==> config.mk <==
export PLATFORM = sky130hd
export DESIGN_NAME = glc_fifo
export DESIGN_NICKNAME = d
export VERILOG_FILES = /design/src/sv/glc_pkg.sv /design/src/sv/glc_fifo.sv
export SDC_FILE = /design/constraint.sdc
export NUM_CORES = 1
export LEC_CHECK = 0
export ABC_AREA = 1
export BUFFER_PORTS_ARGS = -buffer_cell sky130_fd_sc_hd__buf_2
export CAP_MARGIN = 20
export CORE_ASPECT_RATIO = 0.8
export CORE_MARGIN = 2
export CORE_UTILIZATION = 30
export DETAILED_ROUTE_END_ITERATION = 7
export PLACE_DENSITY = 0.52
export SYNTH_ARGS = -nofsm -noshare
export SYNTH_HDL_FRONTEND = slang
export SYNTH_SLANG_ARGS = --single-unit
==> constraint.sdc <==
create_clock -name clk -period 2.08 [get_ports clk]
set_input_delay 0.624 -clock clk [delete_from_list [all_inputs] [get_ports clk]]
set_output_delay 0.624 -clock clk [all_outputs]
set_load 0.1 [all_outputs]
==> src/sv/glc_pkg.sv <==
`default_nettype none

package glc_pkg;

  typedef logic [14:0] ofs_t;

  localparam ofs_t CAP_LIMIT = 15'h7FFF;
  localparam ofs_t CAP_RESET = 15'd200;

  // configuration register indexes
  localparam logic [1:0] CFG_GROWTH_MODE = 2'd0;
  localparam logic [1:0] CFG_GROWTH_STEP = 2'd1;
  localparam logic [1:0] CFG_INIT_CAP    = 2'd2;

  // growth modes
  localparam logic [1:0] GROW_FIXED = 2'd0;
  localparam logic [1:0] GROW_ADD   = 2'd1;
  localparam logic [1:0] GROW_MUL   = 2'd2;

  // opcodes on the input channel
  localparam logic [2:0] OP_APPEND  = 3'd0;
  localparam logic [2:0] OP_READ    = 3'd1;
  localparam logic [2:0] OP_MARK    = 3'd2;
  localparam logic [2:0] OP_RETRACT = 3'd3;
  localparam logic [2:0] OP_TO_MARK = 3'd4;
  localparam logic [2:0] OP_CLEAR   = 3'd5;
  localparam logic [2:0] OP_PACK    = 3'd6;

  // floor(x/100) for x < 2^23: q0 = (x*K) >> 23 is q or q-1
  localparam logic [16:0] RECIP_K   = 17'd83886;
  localparam logic [23:0] DIV_BASE  = 24'd100;

  typedef enum logic [2:0] {
    CMD_APPEND,
    CMD_READ,
    CMD_MARK,
    CMD_RETRACT,
    CMD_TO_MARK,
    CMD_CLEAR,
    CMD_PACK,
    CMD_NOP
  } cmd_kind_t;

  typedef struct packed {
    cmd_kind_t   kind;
    logic [7:0]  symbol;
    ofs_t        mark_pos;
  } cmd_t;

  typedef struct packed {
    logic push;
    cmd_t cmd;
  } q_wr_t;

  typedef struct packed {
    logic valid;
    cmd_t cmd;
  } q_rd_t;

  typedef struct packed {
    logic ok;
    logic rd_hit;
    logic eob;
    logic grew;
    logic full;
    logic empty;
    ofs_t size;
    ofs_t cap;
    ofs_t mark;
    ofs_t rd;
  } res_t;

  typedef enum logic [1:0] {
    EX_RUN,
    EX_MUL,
    EX_FIX
  } ex_state_t;

endpackage

`default_nettype wire

==> src/sv/glc_fifo.sv <==
`default_nettype none

module glc_fifo
  import glc_pkg::*;
(
  input  wire logic  clk,
  input  wire logic  rst_n,
  input  wire q_wr_t q_wr,
  output logic       q_full,
  output q_rd_t      q_rd,
  input  wire logic  q_pop
);

  cmd_t       ent_r [2];
  logic       wp_r, wp_nxt;
  logic       rp_r, rp_nxt;
  logic [1:0] cnt_r, cnt_nxt;

  assign q_full     = (cnt_r == 2'd2);
  assign q_rd.valid = (cnt_r != 2'd0);
  assign q_rd.cmd   = ent_r[rp_r];

  always_comb begin
    wp_nxt  = wp_r;
    rp_nxt  = rp_r;
    cnt_nxt = cnt_r;
    if (q_wr.push) begin
      wp_nxt = !wp_r;
    end
    if (q_pop) begin
      rp_nxt = !rp_r;
    end
    if (q_wr.push && !q_pop) begin
      cnt_nxt = cnt_r + 2'd1;
    end else if (!q_wr.push && q_pop) begin
      cnt_nxt = cnt_r - 2'd1;
    end
  end

  always_ff @(posedge clk) begin
    if (!rst_n) begin
      wp_r  <= 1'b0;
      rp_r  <= 1'b0;
      cnt_r <= 2'd0;
    end else begin
      wp_r  <= wp_nxt;
      rp_r  <= rp_nxt;
      cnt_r <= cnt_nxt;
    end
  end

  always_ff @(posedge clk) begin
    if (q_wr.push) begin
      ent_r[wp_r] <= q_wr.cmd;
    end
  end

endmodule

`default_nettype wire

== Word level (Yosys, flattened, before mapping) ==
Memory sizes are Yosys's and may differ from the RTL's. A register that Yosys moved wholly into a read port is not among the register bits.
Cells that the tools add are included.
W data, S select, Z words.

* Equality and inequality tests: 1
* Reductions and logical operators: 8
* Multipliers: 0
* Add/subtract/negate cells: 2
* Divide/modulo/power cells: 0
* $lt $le $gt $ge: 0
* Shifts and indexed selects: 0
* Muxes and demuxes: 6
* Bitwise logic cells: 0

{| class="wikitable"
|+ Operators by type and width
! operator !! number
|-
| $logic_not A1 Y1 || 4
|-
| $mux W1 || 4
|-
| $mux W2 || 2
|-
| $reduce_bool A2 Y1 || 2
|-
| $add A2 B1 Y2 const B || 1
|-
| $eq A2 B2 Y1 const B || 1
|-
| $logic_and A1 B1 Y1 || 2
|-
| $sub A2 B1 Y2 const B || 1
|}

* Memories kept: 1
* Bits in latches: 0
* Bits in read-only memories: 0
* Input port bits: 30
* Output and inout bits: 28
* Bits in writable memories: 52
* Register bits after elaboration: 4

{| class="wikitable"
|+ Memories
! name !! depth !! width !! rd ports !! clocked after memory_dff !! write ports !! RTL line !! source
|-
| ent_r || 2 || 26 || 1 || 1 || 1 || glc_fifo.sv:14 || <nowiki>cmd_t ent_r [2];</nowiki>
|}

== Depth between registers and ports, before layout ==
* Depth after elaboration: 4
* Mapped depth: 8
* Gate-level depth less buffers: 8

== Worst setup path before layout ==
No wires, ideal clock.

* Path type: reg-to-output
* Start: register cnt_r[1]
* End: output q_full
* Buffers on the path: 0
* Setup slack: -161 ps
* Stages on the path, launching flop included: 3
* Data required time: 1456 ps
* Data arrival time: 1617 ps
* Cell sequence: dfxtp_1 inv_1 nor2_1

* Cells in the longest elaborated chain, start to end: 1

{| class="wikitable"
|+ Ends and longest elaborated chain
! what !! RTL line !! source
|-
| from (decl) || glc_fifo.sv:17 || <nowiki>logic [1:0] cnt_r, cnt_nxt;</nowiki>
|-
| from (signal assigned) || glc_fifo.sv:48 || <nowiki>cnt_r <= cnt_nxt;</nowiki>
|-
| $eq A2 B2 Y1 || glc_fifo.sv:19 || <nowiki>assign q_full = (cnt_r == 2'd2);</nowiki>
|-
| to (decl) || glc_fifo.sv:9 || <nowiki>output logic q_full,</nowiki>
|}

No other way between the ends.

==> impl_metrics.csv <==
group,metric,value,unit
placement,portBuffers,57,
routing,firstDrtPassIters,4,
yosys,syn-cell-area,2210,sq um
routing,vias,1170,
worst_setup_path,r2r_end,"ent_r[1][3]",
power,power,3.11,mW
yosys,postSynthAreaPerCell,19.0,sq um
floorplanning,placementRows,27,
final_layout,drive_above_1_share,54.7,%
yosys,synth.top_cell.area_share,70.7,%
clock_network,path_clk_slew,60,ps
clock_network,cts_tree,"done",
global_routing,grt_usage,9.94,%
routing,drt_iter0_markers,64,
worst_setup_path,required,1460,ps
worst_hold_path,hold_depth,1,
run_status,status,"finished clean",
sta,slew_viol_final,0,
sta,slew_headroom,67.9,%
clock_network,cts_buffers,9,
power,clockPowerShare,30.6,%
routing,ant_nets,0,
worst_setup_path,cp-end-kind,"output port",
power,p_leak,1.30,nW
power,p_switching,0.948,mW
sta,fin_worst_skew,5.33,ps
placement,dp_hpwl,2620,microns
worst_setup_path,ff2ff_setup_slack,940,ps
yosys,synth_seq_cells,57,
global_routing,grt_first_pass_wirelength,5780,microns
run,maxCapViolCount,0,
clock_network,htree_num_levels,3,
clock_network,clk_latency,320,ps
yosys,syn-num-nets,147,
global_routing,grt_max_degree,27,
global_routing,grt_overflow,0,
routing,vias_per_cell,4.22,
worst_setup_path,cp_data_arrival_time,1410,ps
routing,drt_wl_total,3920,microns
worst_setup_path,cp-start-kind,"flop",
clock_network,cts_setup_buffers,0,
clock_network,clockRootBuffer,"clkbuf_8",
power,powerDensity,963,nW/um^2
sta,rsz0062_at_grt,"yes",
worst_hold_path,min_path_type,"input pin to flop",
yosys,yosysSeqAreaShare,75.2,%
routing,wl_per_cell,14.1,microns
routing,drc,0,
final_layout,diodes,0,
worst_setup_path,r2r-start,"wp_r",
floorplanning,die_width,99.9,microns
sta,fin_crit,2030,ps
clock_network,cts.sinks,57,
floorplanning,initial_utilization,31.6,%
final_layout,nFillCells,597,
power,vdd_drop_max,0.000549,V
floorplanning,core-area,6990,sq um
floorplanning,die_h,80.7,microns
power,seq_power_share,43.2,%
sta,setup_viol,0,
power,p_comb_share,26.2,%
sta,hold_viol,0,
worst_setup_path,crit_fanout,13,
final_layout,synthToLayoutAreaGrowth,46.1,%
final_layout,nNetsFinal,216,
sta,fmax,491,MHz
clock_network,cts_buffer_depth,2,
yosys,synth.distinct_cells,14,
sta,setup_tns,0,ps
worst_setup_path,reg2reg_depth,3,
sta,worst_slew_pin_slew,485,ps
yosys,yosys_warnings,0,
yosys,ys_top_cells_by_area,"edfxtp_1 (71%), mux2_4 (14%), dfxtp_1 (4.5%), mux2_2 (3.1%), buf_12 (1.8%)",
floorplanning,die_area,8070,sq um
sta,fin_crit_sh,97.8,%
worst_setup_path,path_class,"flop to output port",
worst_setup_path,endpoint,"q_rd[22]",
placement,globalplace.congestion,0.722,
floorplanning,io_pins,58,
global_routing,grt_pass1_vias,1221,
power,internal_power,2.16,mW
power,sw_frac_of_total,30.5,%
yosys,netlist_instances,116,
global_routing,antenna_found_initial,0,
yosys,synth_top_area_cell,"edfxtp_1",
## layout make-up
class,instances,area (sq um),share of cell area (%)
Clock buffer,10,128,3.96
Tap cell,87,109,3.37
Inverter,8,30.0,0.931
Sequential cell,57,1670,51.6
Timing Repair Buffer,61,761,23.6
Clock inverter,6,58.8,1.82
Multi-Input combinational cell,48,474,14.7
## logic make-up (layout without fill, tap and decap cells)
logic type	count (synthesis)	after routing	share of synthesized area [%]
and+or+nand+nor	19	19	3.40
buffers and inverters	11	85	3.68
adders and majority gates	1	1	0.566
DFF	57	57	75.2
AOI/OAI and AO/OA	2	2	0.453
muxes	26	26	16.7
## worst min-delay path by stage
stage | end | slack (ps) | from
final | ent_r[0][5] | 490 | q_wr[5]
after global routing | ent_r[0][4] | 460 | q_wr[4]
after CTS | ent_r[1][14] | 470 | q_wr[14]
after detailed placement | flop | 490 | rp_r
after global placement | rp_r | 480 | rp_r
after floorplan | flop | 460 | rp_r
## worst max-delay path: stages (launching register included)
cell	delay [ps]
dfxtp_4	380
buf_12	170
mux2_2	370
buf_12	170
## synthesized netlist by cell type, drive strengths merged
cell type  number
inv             8
nor2            8
nand4           1
mux2           26
nand3           1
dfxtp           5
a21oi           1
buf             3
edfxtp         52
nand2           9
ha              1
o21ai           1
## power by group through the flow
| stage | sequential (mW) | combinational, mW | clock [mW] |
|---|---|---|---|
| 2_1_floorplan | 1.36 | 0.538 | 0 |
| 3_3_place_gp | 1.36 | 0.801 | 0 |
| 3_5_place_dp | 1.36 | 0.811 | 0 |
| 4_1_cts | 1.34 | 0.813 | 0.989 |
| 5_1_grt | 1.35 | 0.840 | 1.03 |
| 6_report | 1.34 | 0.813 | 0.952 |
## placed cells by master, fill, tap and decap left out
| cell type | n |
|---|---|
| edfxtp_1 | 52 |
| buf_2 | 31 |
| buf_12 | 29 |
| mux2_4 | 21 |
| nand2_1 | 9 |
| clkbuf_8 | 9 |
| inv_1 | 8 |
| nor2_1 | 6 |
| mux2_2 | 5 |
| dfxtp_1 | 4 |
| nor2_2 | 2 |
| clkinvlp_4 | 2 |
| clkinv_2 | 2 |
| o21ai_0 | 1 |
| a21oi_1 | 1 |
| nand3_1 | 1 |
| nand4_1 | 1 |
| ha_1 | 1 |
| dfxtp_4 | 1 |
| bufinv_16 | 1 |
| clkinv_1 | 1 |
| clkbuf_1 | 1 |
| clkbuf_16 | 1 |
## stage by stage
stage               cells  setup WS, ps  hold slack, ps  utilization [%]  instance area [sq um]
finish                277          45.1             490             46.1                   3230
global placement      260           356             478             43.0                   3010
global route          277         -10.0             465             46.1                   3230
CTS                   276         -13.5             466             45.7                   3200
detailed placement    260           347             487             43.0                   3010
floorplan             116           308             463                -                   2210
## flip-flops by register name, indices dropped and copies added, names as in the netlist, named ones only
| signal | count |
|---|---|
| cnt_r | 2 |
| rp_r | 1 |
| ent_r | 52 |
| wp_r | 1 |
## metal layers
layer | part of all wire [%] | track usage [%] | vias up
met5 | 0 | 0 | -
met4 | 1.6 | 4.11 | 0
met3 | 8.5 | 5.77 | 6
met2 | 49 | 17.4 | 45
met1 | 41 | 9.70 | 554
li1 | - | - | 565
## repair_timing
item	CTS	global route
gates resized for setup	1	1
setup endpoints to repair	6	5
gates cloned	0	1
hold buffers	0	0
pin swaps	0	0
(Power assumes the default switching activity.)
